### src/design/dtg_pkg.sv
`timescale 1ns / 1ps
// ============================================================================
// DTMF tone generator package
// Shared constants, types, tone increments and the quarter-wave sine table.
// ============================================================================
package dtg_pkg;

    // Build-time configuration
    localparam int unsigned SAMPLE_RATE     = 44100;
    localparam int unsigned QUEUE_DEPTH     = 16;
    localparam int unsigned SINE_TABLE_BITS = 10;

    // Derived sizes
    localparam int unsigned PTR_W        = (QUEUE_DEPTH > 1) ? $clog2(QUEUE_DEPTH) : 1;
    localparam int unsigned LEVEL_W      = $clog2(QUEUE_DEPTH + 1);
    localparam int unsigned QUARTER_BITS = SINE_TABLE_BITS - 2;
    localparam int unsigned QUARTER      = 1 << QUARTER_BITS;

    // Field and register widths
    localparam int unsigned PHASE_W  = 32;
    localparam int unsigned SINE_W   = 16;
    localparam int unsigned MAG_W    = 15;
    localparam int unsigned AMP_W    = 14;
    localparam int unsigned LEN_W    = 20;
    localparam int unsigned SYM_W    = 4;
    localparam int unsigned SAMPLE_W = 16;
    localparam int unsigned CFG_W    = 20;
    localparam int unsigned IN_TDATA_W  = 8;
    localparam int unsigned OUT_TDATA_W = 24;

    // Register reset values
    localparam logic [AMP_W-1:0] AMPLITUDE_RST = AMP_W'(8000);
    localparam logic [LEN_W-1:0] TONE_RST      = LEN_W'(4410);
    localparam logic [LEN_W-1:0] PAUSE_RST     = LEN_W'(4410);

    // Configuration register indexes
    typedef enum logic [1:0] {
        CFG_AMPLITUDE     = 2'd0,
        CFG_TONE_SAMPLES  = 2'd1,
        CFG_PAUSE_SAMPLES = 2'd2
    } cfg_idx_t;

    // Command codes
    localparam logic CMD_PUSH = 1'b0;
    localparam logic CMD_TICK = 1'b1;

    // Playback state, one-hot
    typedef enum logic [2:0] {
        MODE_IDLE  = 3'b001,
        MODE_TONE  = 3'b010,
        MODE_PAUSE = 3'b100
    } play_mode_t;

    // Control into the digit queue
    typedef struct packed {
        logic             push;
        logic             pop;
        logic [SYM_W-1:0] symbol;
    } queue_ctrl_t;

    // Status out of the digit queue
    typedef struct packed {
        logic               full;
        logic               empty;
        logic [LEVEL_W-1:0] level_next;
    } queue_stat_t;

    // Control into the tone synthesiser
    typedef struct packed {
        logic             run;
        logic             restart;
        logic [SYM_W-1:0] digit;
    } tone_ctrl_t;

    // Tone frequencies in Hz
    localparam int unsigned ROW_HZ [4] = '{697, 770, 852, 941};
    localparam int unsigned COL_HZ [4] = '{1209, 1336, 1477, 1633};

    typedef logic [PHASE_W-1:0] inc_tab_t [4];
    typedef logic [MAG_W-1:0]   qsine_tab_t [QUARTER];

    // Rounded phase step for one tone, evaluated at elaboration only
    function automatic logic [PHASE_W-1:0] phase_inc(input int unsigned hz);
        logic [63:0] num;
        num = (64'(hz) << 32) + 64'(SAMPLE_RATE / 2);
        return PHASE_W'(num / 64'(SAMPLE_RATE));
    endfunction

    function automatic inc_tab_t build_row_inc();
        inc_tab_t tab;
        for (int i = 0; i < 4; i++)
        begin
            tab[i] = phase_inc(ROW_HZ[i]);
        end
        return tab;
    endfunction

    function automatic inc_tab_t build_col_inc();
        inc_tab_t tab;
        for (int i = 0; i < 4; i++)
        begin
            tab[i] = phase_inc(COL_HZ[i]);
        end
        return tab;
    endfunction

    // Polynomial quarter sine in Q14, elaboration only
    function automatic logic [MAG_W-1:0] quarter_sine(input int unsigned k);
        logic [63:0] z;
        logic [63:0] z2;
        logic [63:0] t;
        logic [63:0] r;
        z  = 64'(k) << (18 - SINE_TABLE_BITS);
        z2 = (z * z) >> 16;
        t  = (64'd307 * z2) >> 16;
        t  = 64'd5223 - t;
        t  = (t * z2) >> 16;
        t  = 64'd42334 - t;
        t  = (t * z2) >> 16;
        t  = 64'd102944 - t;
        r  = (t * z) >> 16;
        r  = (r + 64'd2) >> 2;
        if (r > 64'd16384)
        begin
            r = 64'd16384;
        end
        return MAG_W'(r);
    endfunction

    function automatic qsine_tab_t build_qsine();
        qsine_tab_t tab;
        for (int i = 0; i < int'(QUARTER); i++)
        begin
            tab[i] = quarter_sine(i);
        end
        return tab;
    endfunction

    localparam inc_tab_t   ROW_INC    = build_row_inc();
    localparam inc_tab_t   COL_INC    = build_col_inc();
    localparam qsine_tab_t QSINE      = build_qsine();
    localparam logic [MAG_W-1:0] QSINE_PEAK = quarter_sine(QUARTER);

endpackage

### src/design/dtg_queue.sv
`timescale 1ns / 1ps
// ============================================================================
// DTMF digit queue
// Circular FIFO of pending symbols with occupancy count and head read-out.
// ============================================================================
module dtg_queue
(
    input  logic                         clk,
    input  logic                         rst_n,
    input  dtg_pkg::queue_ctrl_t         ctrl,
    output dtg_pkg::queue_stat_t         stat,
    output logic [dtg_pkg::SYM_W-1:0]    head
);

    logic [dtg_pkg::SYM_W-1:0]   mem [dtg_pkg::QUEUE_DEPTH];
    logic [dtg_pkg::PTR_W-1:0]   rd_ptr_reg;
    logic [dtg_pkg::PTR_W-1:0]   rd_ptr_next;
    logic [dtg_pkg::PTR_W-1:0]   wr_ptr_reg;
    logic [dtg_pkg::PTR_W-1:0]   wr_ptr_next;
    logic [dtg_pkg::LEVEL_W-1:0] count_reg;
    logic [dtg_pkg::LEVEL_W-1:0] count_next;

    // Pointer wrap and occupancy
    always_comb
    begin
        rd_ptr_next = rd_ptr_reg;
        wr_ptr_next = wr_ptr_reg;
        count_next  = count_reg;
        if (ctrl.push)
        begin
            wr_ptr_next = (wr_ptr_reg == dtg_pkg::PTR_W'(dtg_pkg::QUEUE_DEPTH - 1))
                        ? '0 : wr_ptr_reg + 1'b1;
            count_next  = count_reg + 1'b1;
        end
        else if (ctrl.pop)
        begin
            rd_ptr_next = (rd_ptr_reg == dtg_pkg::PTR_W'(dtg_pkg::QUEUE_DEPTH - 1))
                        ? '0 : rd_ptr_reg + 1'b1;
            count_next  = count_reg - 1'b1;
        end
    end

    always_ff @(posedge clk or negedge rst_n)
    begin
        if (!rst_n)
        begin
            rd_ptr_reg <= '0;
            wr_ptr_reg <= '0;
            count_reg  <= '0;
        end
        else
        begin
            rd_ptr_reg <= rd_ptr_next;
            wr_ptr_reg <= wr_ptr_next;
            count_reg  <= count_next;
        end
    end

    // Symbol storage
    always_ff @(posedge clk)
    begin
        if (ctrl.push)
        begin
            mem[wr_ptr_reg] <= ctrl.symbol;
        end
    end

    assign head            = mem[rd_ptr_reg];
    assign stat.full       = (count_reg == dtg_pkg::LEVEL_W'(dtg_pkg::QUEUE_DEPTH));
    assign stat.empty      = (count_reg == '0);
    assign stat.level_next = count_next;

endmodule

### src/design/dtg_tone.sv
`timescale 1ns / 1ps
// ============================================================================
// DTMF dual-tone synthesiser
// Row and column phase accumulators, sine look-up and scaled, saturated mix.
// ============================================================================
module dtg_tone
(
    input  logic                                clk,
    input  logic                                rst_n,
    input  dtg_pkg::tone_ctrl_t                 ctrl,
    input  logic [dtg_pkg::AMP_W-1:0]           amplitude,
    output logic signed [dtg_pkg::SAMPLE_W-1:0] sample
);

    logic [dtg_pkg::PHASE_W-1:0] row_phase_reg;
    logic [dtg_pkg::PHASE_W-1:0] row_phase_next;
    logic [dtg_pkg::PHASE_W-1:0] col_phase_reg;
    logic [dtg_pkg::PHASE_W-1:0] col_phase_next;

    logic signed [dtg_pkg::SINE_W-1:0] row_sine;
    logic signed [dtg_pkg::SINE_W-1:0] col_sine;
    logic signed [dtg_pkg::SINE_W:0]   sine_sum;
    logic signed [31:0]                product;
    logic signed [31:0]                rounded;
    logic signed [17:0]                scaled;
    logic signed [dtg_pkg::SAMPLE_W-1:0] clipped;

    // Full-wave sine from the quarter table by quadrant symmetry
    function automatic logic signed [dtg_pkg::SINE_W-1:0] sine_lookup(
        input logic [dtg_pkg::SINE_TABLE_BITS-1:0] idx
    );
        logic [dtg_pkg::QUARTER_BITS-1:0] j;
        logic [dtg_pkg::QUARTER_BITS-1:0] jm;
        logic [dtg_pkg::MAG_W-1:0]        mag;
        logic signed [dtg_pkg::SINE_W-1:0] val;
        j  = idx[dtg_pkg::QUARTER_BITS-1:0];
        jm = ~j;
        jm = jm + 1'b1;
        if (idx[dtg_pkg::SINE_TABLE_BITS-2])
        begin
            mag = (j == '0) ? dtg_pkg::QSINE_PEAK : dtg_pkg::QSINE[jm];
        end
        else
        begin
            mag = dtg_pkg::QSINE[j];
        end
        val = $signed({1'b0, mag});
        if (idx[dtg_pkg::SINE_TABLE_BITS-1])
        begin
            val = -val;
        end
        return val;
    endfunction

    // Phase advance; a new digit starts both phases from zero
    always_comb
    begin
        row_phase_next = (ctrl.restart ? '0 : row_phase_reg)
                       + dtg_pkg::ROW_INC[ctrl.digit[3:2]];
        col_phase_next = (ctrl.restart ? '0 : col_phase_reg)
                       + dtg_pkg::COL_INC[ctrl.digit[1:0]];
    end

    always_ff @(posedge clk or negedge rst_n)
    begin
        if (!rst_n)
        begin
            row_phase_reg <= '0;
            col_phase_reg <= '0;
        end
        else if (ctrl.run)
        begin
            row_phase_reg <= row_phase_next;
            col_phase_reg <= col_phase_next;
        end
    end

    // Mix: amplitude * (row + column), round half up, saturate
    always_comb
    begin
        row_sine = sine_lookup(row_phase_reg[dtg_pkg::PHASE_W-1 -: dtg_pkg::SINE_TABLE_BITS]);
        col_sine = sine_lookup(col_phase_reg[dtg_pkg::PHASE_W-1 -: dtg_pkg::SINE_TABLE_BITS]);
        sine_sum = (dtg_pkg::SINE_W+1)'(row_sine) + (dtg_pkg::SINE_W+1)'(col_sine);
        product  = $signed({1'b0, amplitude}) * sine_sum;
        rounded  = product + 32'sd8192;
        scaled   = $signed(rounded[31:14]);
        if (scaled > 18'sd32767)
        begin
            clipped = 16'sh7FFF;
        end
        else if (scaled < -18'sd32768)
        begin
            clipped = 16'sh8000;
        end
        else
        begin
            clipped = scaled[15:0];
        end
        // both phases are zero on the first sample of a digit
        sample = ctrl.restart ? '0 : clipped;
    end

endmodule

### src/design/dtmf_tone_generator_core.sv
`timescale 1ns / 1ps
// ============================================================================
// DTMF tone generator core
// Digit queue, playback sequencer and dual-tone synthesiser behind streams.
// ============================================================================
// Each request is either a symbol push (s_tuser low) or one sample tick
// (s_tuser high) and yields exactly one result: the audio sample, the tone
// flag, a drop flag for a push into a full queue, and the queue level. Every
// request is held in an input register, processed in a single pass (queue
// update, sequencer step, sine look-up and one 15x17 multiply) and captured
// in the result register, so one request per clock is sustained while
// m_tready stays high. m_tready feeds s_tready combinationally. The queue
// needs no clearing after reset. Configuration must be written through
// cfg_we/cfg_addr/cfg_wdata while no request is in flight; the block does not enforce it.
module dtmf_tone_generator_core
(
    input  logic                               clk,
    input  logic                               rst_n,
    // slave stream
    input  logic                               s_tvalid,
    output logic                               s_tready,
    input  logic [dtg_pkg::IN_TDATA_W-1:0]     s_tdata,   // [3:0] symbol, [7:4] zero
    input  logic                               s_tuser,   // [0] command
    // master stream
    output logic                               m_tvalid,
    input  logic                               m_tready,
    output logic [dtg_pkg::OUT_TDATA_W-1:0]    m_tdata,   // [15:0] sample, [16] tone_on,
                                                          // [17] dropped, [22:18] queue_level,
                                                          // [23] zero
    // configuration
    input  logic                               cfg_we,
    input  logic [1:0]                         cfg_addr,
    input  logic [dtg_pkg::CFG_W-1:0]          cfg_wdata
);

    // Configuration registers
    logic [dtg_pkg::AMP_W-1:0] amplitude_reg;
    logic [dtg_pkg::LEN_W-1:0] tone_len_reg;
    logic [dtg_pkg::LEN_W-1:0] pause_len_reg;

    // Input register
    logic                      in_valid_reg;
    logic                      in_cmd_reg;
    logic [dtg_pkg::SYM_W-1:0] in_sym_reg;
    logic                      advance;

    // Sequencer state
    dtg_pkg::play_mode_t       mode_reg;
    dtg_pkg::play_mode_t       mode_next;
    dtg_pkg::play_mode_t       mode_eff;
    logic [dtg_pkg::SYM_W-1:0] digit_reg;
    logic [dtg_pkg::LEN_W-1:0] tick_reg;
    logic [dtg_pkg::LEN_W-1:0] tick_next;
    logic [dtg_pkg::LEN_W-1:0] tick_inc;

    // Inter-module control
    dtg_pkg::queue_ctrl_t      q_ctrl;
    dtg_pkg::queue_stat_t      q_stat;
    logic [dtg_pkg::SYM_W-1:0] q_head;
    dtg_pkg::tone_ctrl_t       t_ctrl;
    logic signed [dtg_pkg::SAMPLE_W-1:0] tone_sample;

    logic                      is_tick;
    logic                      start;
    logic                      dropped;
    logic                      tone_on;
    logic [dtg_pkg::SAMPLE_W-1:0] sample_res;

    // Result register
    logic                      m_tvalid_reg;
    logic [dtg_pkg::OUT_TDATA_W-1:0] m_tdata_reg;

    // Configuration writes
    always_ff @(posedge clk or negedge rst_n)
    begin
        if (!rst_n)
        begin
            amplitude_reg <= dtg_pkg::AMPLITUDE_RST;
            tone_len_reg  <= dtg_pkg::TONE_RST;
            pause_len_reg <= dtg_pkg::PAUSE_RST;
        end
        else if (cfg_we)
        begin
            unique case (cfg_addr)
                dtg_pkg::CFG_AMPLITUDE:     amplitude_reg <= cfg_wdata[dtg_pkg::AMP_W-1:0];
                dtg_pkg::CFG_TONE_SAMPLES:  tone_len_reg  <= cfg_wdata[dtg_pkg::LEN_W-1:0];
                dtg_pkg::CFG_PAUSE_SAMPLES: pause_len_reg <= cfg_wdata[dtg_pkg::LEN_W-1:0];
                default:                    ;
            endcase
        end
    end

    // Handshake: the stage moves when the result register is free or draining
    assign advance  = in_valid_reg && (!m_tvalid_reg || m_tready);
    assign s_tready = !in_valid_reg || advance;

    always_ff @(posedge clk or negedge rst_n)
    begin
        if (!rst_n)
        begin
            in_valid_reg <= 1'b0;
        end
        else if (s_tready)
        begin
            in_valid_reg <= s_tvalid;
        end
    end

    always_ff @(posedge clk)
    begin
        if (s_tready && s_tvalid)
        begin
            in_cmd_reg <= s_tuser;
            in_sym_reg <= s_tdata[dtg_pkg::SYM_W-1:0];
        end
    end

    // Request decode
    always_comb
    begin
        is_tick = (in_cmd_reg == dtg_pkg::CMD_TICK);
        start   = advance && is_tick && (mode_reg == dtg_pkg::MODE_IDLE) && !q_stat.empty;
        dropped = !is_tick && q_stat.full;

        q_ctrl.push   = advance && !is_tick && !q_stat.full;
        q_ctrl.pop    = start;
        q_ctrl.symbol = in_sym_reg;

        mode_eff = start ? dtg_pkg::MODE_TONE : mode_reg;
        tick_inc = (start ? '0 : tick_reg) + 1'b1;

        t_ctrl.run     = advance && is_tick && (mode_eff == dtg_pkg::MODE_TONE);
        t_ctrl.restart = start;
        t_ctrl.digit   = start ? q_head : digit_reg;
    end

    // Playback sequencer: tone for tone_len ticks, then pause_len silent ticks
    always_comb
    begin
        mode_next = mode_reg;
        tick_next = tick_reg;
        if (advance && is_tick)
        begin
            unique case (mode_eff)
                dtg_pkg::MODE_TONE:
                begin
                    mode_next = dtg_pkg::MODE_TONE;
                    tick_next = tick_inc;
                    if (tick_inc >= tone_len_reg || tick_inc == '0)
                    begin
                        tick_next = '0;
                        mode_next = (pause_len_reg == '0) ? dtg_pkg::MODE_IDLE
                                                          : dtg_pkg::MODE_PAUSE;
                    end
                end
                dtg_pkg::MODE_PAUSE:
                begin
                    tick_next = tick_inc;
                    if (tick_inc >= pause_len_reg || tick_inc == '0)
                    begin
                        tick_next = '0;
                        mode_next = dtg_pkg::MODE_IDLE;
                    end
                end
                dtg_pkg::MODE_IDLE:
                begin
                    mode_next = dtg_pkg::MODE_IDLE;
                end
                default:
                begin
                    mode_next = dtg_pkg::MODE_IDLE;
                end
            endcase
        end
    end

    always_ff @(posedge clk or negedge rst_n)
    begin
        if (!rst_n)
        begin
            mode_reg  <= dtg_pkg::MODE_IDLE;
            tick_reg  <= '0;
            digit_reg <= '0;
        end
        else
        begin
            mode_reg <= mode_next;
            tick_reg <= tick_next;
            if (start)
            begin
                digit_reg <= q_head;
            end
        end
    end

    dtg_queue u_queue
    (
        .clk   (clk),
        .rst_n (rst_n),
        .ctrl  (q_ctrl),
        .stat  (q_stat),
        .head  (q_head)
    );

    dtg_tone u_tone
    (
        .clk       (clk),
        .rst_n     (rst_n),
        .ctrl      (t_ctrl),
        .amplitude (amplitude_reg),
        .sample    (tone_sample)
    );

    // Result assembly
    always_comb
    begin
        tone_on    = (mode_next == dtg_pkg::MODE_TONE);
        sample_res = (is_tick && mode_eff == dtg_pkg::MODE_TONE) ? tone_sample : '0;
    end

    always_ff @(posedge clk or negedge rst_n)
    begin
        if (!rst_n)
        begin
            m_tvalid_reg <= 1'b0;
        end
        else if (advance)
        begin
            m_tvalid_reg <= 1'b1;
        end
        else if (m_tready)
        begin
            m_tvalid_reg <= 1'b0;
        end
    end

    always_ff @(posedge clk)
    begin
        if (advance)
        begin
            m_tdata_reg <= {1'b0, q_stat.level_next, dropped, tone_on, sample_res};
        end
    end

    assign m_tvalid = m_tvalid_reg;
    assign m_tdata  = m_tdata_reg;

endmodule
### config.mk
export PLATFORM = sky130hd
export DESIGN_NAME = dtmf_tone_generator_core
export DESIGN_NICKNAME = d
export VERILOG_FILES = /design/src/design/dtg_pkg.sv /design/src/design/dtg_queue.sv /design/src/design/dtg_tone.sv /design/src/design/dtmf_tone_generator_core.sv
export SDC_FILE = /design/constraint.sdc
export NUM_CORES = 2
export LEC_CHECK = 0
export BUFFER_PORTS_ARGS = -buffer_cell sky130_fd_sc_hd__buf_2
export CAP_MARGIN = 20
export CORE_MARGIN = 5
export CORE_UTILIZATION = 45
export CTS_BUF_LIST = sky130_fd_sc_hd__clkbuf_16
export DETAILED_ROUTE_END_ITERATION = 10
export PLACE_DENSITY = 0.71
export SYNTH_ARGS = -nofsm -noshare
export SYNTH_HDL_FRONTEND = slang
export SYNTH_HIERARCHICAL = 1
export SYNTH_SLANG_ARGS = --single-unit
### constraint.sdc
create_clock -name clk -period 19 [get_ports clk]
set_input_delay 0.95 -clock clk [delete_from_list [all_inputs] [get_ports clk]]
set_output_delay 0.95 -clock clk [all_outputs]
set_load 0.005 [all_outputs]
==> metrics.csv <==
metric,value,unit
yosys.area.top_type,fa_1,
multi_input_area,32200,µm²
wirelength,161000,µm
avgSynthCellArea,7.91,µm²
start_util,45.2,%
cts_tree,yes,
yosysSeqAreaShare,15.9,%
area_delta_synth_final,3.89,%
grt_overflow,0,
worstMarginPinSlew,1.17,ns
coreArea,94600,µm²
hold_class,in2async,
setup_viol,0,
cts_post_setup_buffers_inserted,0,
fillers,9286,
worstSetupEndpointType,flip-flop,
pin_count,62,
r2r-start,u_tone/row_phase_reg[23],
synthesis.area,42700,µm²
drt_iter0_drc,6559,
clk_latency,0.60,ns
clock_sinks,252,
cts.root.buffer_cell,clkbuf_16,
period_needed,16.90,ns
max_clock_freq,0.0592,GHz
final_nets,5680,
syn-instance-count,5398,
grt_pass1_wl,247000,µm
dp_hpwl,112000,µm
placed_area,43400,µm²
regToRegSetupSlack,2.10,ns
chipHeight,318,µm
critPathKind,reg2reg,
vias_per_cell,6.77,
ctsHoldBuffers,0,
drt-pass1-iter-count,10,
ant_nets,0,
fin_util,46.9,%
drv_slew,0,
synth-seq-cells,252,
cts_buffer_depth,3,
fin_skew,0.0262,ns
relSlewSlack,19.9,%
dieArea,101000,µm²
die_w,318,µm
fin_cells,6407,
grt_pass1_vias,41100,
status,"complete, no violations",
path_clk_slew,0.06,ns
antenna_found_initial,8,
rsz0062_at_grt,false,
htreeDepth,1,
drive_above_1_share,9.52,%
critPathArrivalTime,17.25,ns
worstSetupStartpointType,flip-flop,
numPortBuffers,56,
cpPeakStageDelay,0.90,ns
cap_violations,0,
stdcell_area,44400,µm²
synthDistinctLibCells,125,
cp.required,19.35,ns
seqCellArea,6810,µm²
place_inst,6349,
cts_made_buffers,28,
netlist_top_cells_area,"fa_1, ha_1, dfrtp_1",
yosys_warnings,6,
synthArstFlopShare,63.5,%
hold_viol,0,
drc_errors,0,
synth-edff-count,92,
grt_max_degree,110,
largest_reg_flops,64,
syn-num-nets,5962,
crit_start,u_tone/row_phase_reg[23],
crit_path_top_delay_cell,nor2_1,
finalWeightedCongestion,1.04,
layout_worst_path_cycle_share,88.9,%
setup_tns,0,ns
wl_per_cell,25.1,µm
ys.flop_type,dfrtp_1,
rows,113,
ctsResizeCount,0,
vias,43400,
cp_max_fo,74,
synth_top_area_share,10.7,%
grt.total_usage,30.1,%
area by class of cell:
type | instances | area share (%)
antenna | 4 | 0.0226
timing repair buffer | 170 | 2.62
multi-input combinational | 4228 | 72.5
inverter | 436 | 3.70
sequential | 252 | 15.4
clock inverter | 24 | 0.615
tap | 1265 | 3.57
clock buffer | 28 | 1.58
cells in the final DEF, fill, tap and decap left out, drive strengths merged, types with 97 or more instances in the layout:
cell type	n
a21oi	334
nor2b	123
a211oi	111
o21ai	321
and2	113
xnor2	97
dfrtp	141
buf	169
inv	435
nor2	366
nor3	124
fa	228
nand2	487
nand3	170
ha	300
critical path, delay by kind of cell, from the launching register on:
family	cells	cell delay, ns
muxes	1	0.16
buffers and inverters	11	2.31
DFF	1	0.36
AOI/OAI and AO/OA	17	5.21
and+or+nand+nor	10	3.16
adders and majority gates	11	5.10
xor gates and xnor gates	2	0.26
cell usage after synthesis, types with 55 or more instances:
| master | number |
|---|---|
| o21ai_0 | 310 |
| o211ai_1 | 92 |
| buf_2 | 158 |
| nor2_1 | 362 |
| edfxtp_1 | 92 |
| a311oi_1 | 55 |
| nor3_1 | 122 |
| dfrtp_1 | 141 |
| and3_1 | 59 |
| and2_1 | 109 |
| nand2_1 | 485 |
| xnor2_1 | 94 |
| nand2b_1 | 96 |
| clkbuf_1 | 236 |
| nor2b_1 | 122 |
| a211oi_1 | 110 |
| ha_1 | 300 |
| mux2_2 | 95 |
| a31oi_1 | 86 |
| nand3_1 | 169 |
| fa_1 | 228 |
| a21oi_1 | 334 |
| inv_1 | 426 |
worst paths after layout:
kind	end	depth (start not counted)
max in group asynchronous	u_tone/col_phase_reg[25]	2
max	m_tdata[1]	52
max reg2reg	m_tdata[1]	52
min in group clk	u_tone/col_phase_reg[3]	1
min reg2reg	u_tone/col_phase_reg[3]	1
min	amplitude_reg[13]	1
metrics by stage:
step / worst slack, ns / hold slack [ns]
6_report: 2.10 / 0.451
5_1_grt: 1.45 / 0.512
4_1_cts: 2.75 / 0.471
3_5_place_dp: 2.77 / 0.487
3_3_place_gp: 2.87 / 0.480
2_1_floorplan: 5.23 / 0.467
layer usage:
layer | global-route usage, % | part of all wire, % | up-vias
met4 | 14.8 | 6.2 | 8
met1 | 41.3 | 40 | 20900
met2 | 45.0 | 42 | 2844
li1 | - | - | 19000
met5 | 0 | 0.034 | -
met3 | 6.63 | 11 | 659
cells by family after synthesis:
logic type                 after synthesis  share of synthesized area, %
muxes                                  181                          5.61
buffers and inverters                  918                          8.99
other                                    1                       0.00878
adders and majority gates              529                          19.5
and+or+nand+nor                       1768                          21.0
DFF                                    252                          15.9
AOI/OAI and AO/OA                     1598                          25.8
xor gates and xnor gates               151                          3.18
Power is left out: the tool's default activity adds up to more than one toggle a clock period on the data nets, which glitch-free logic cannot reach.
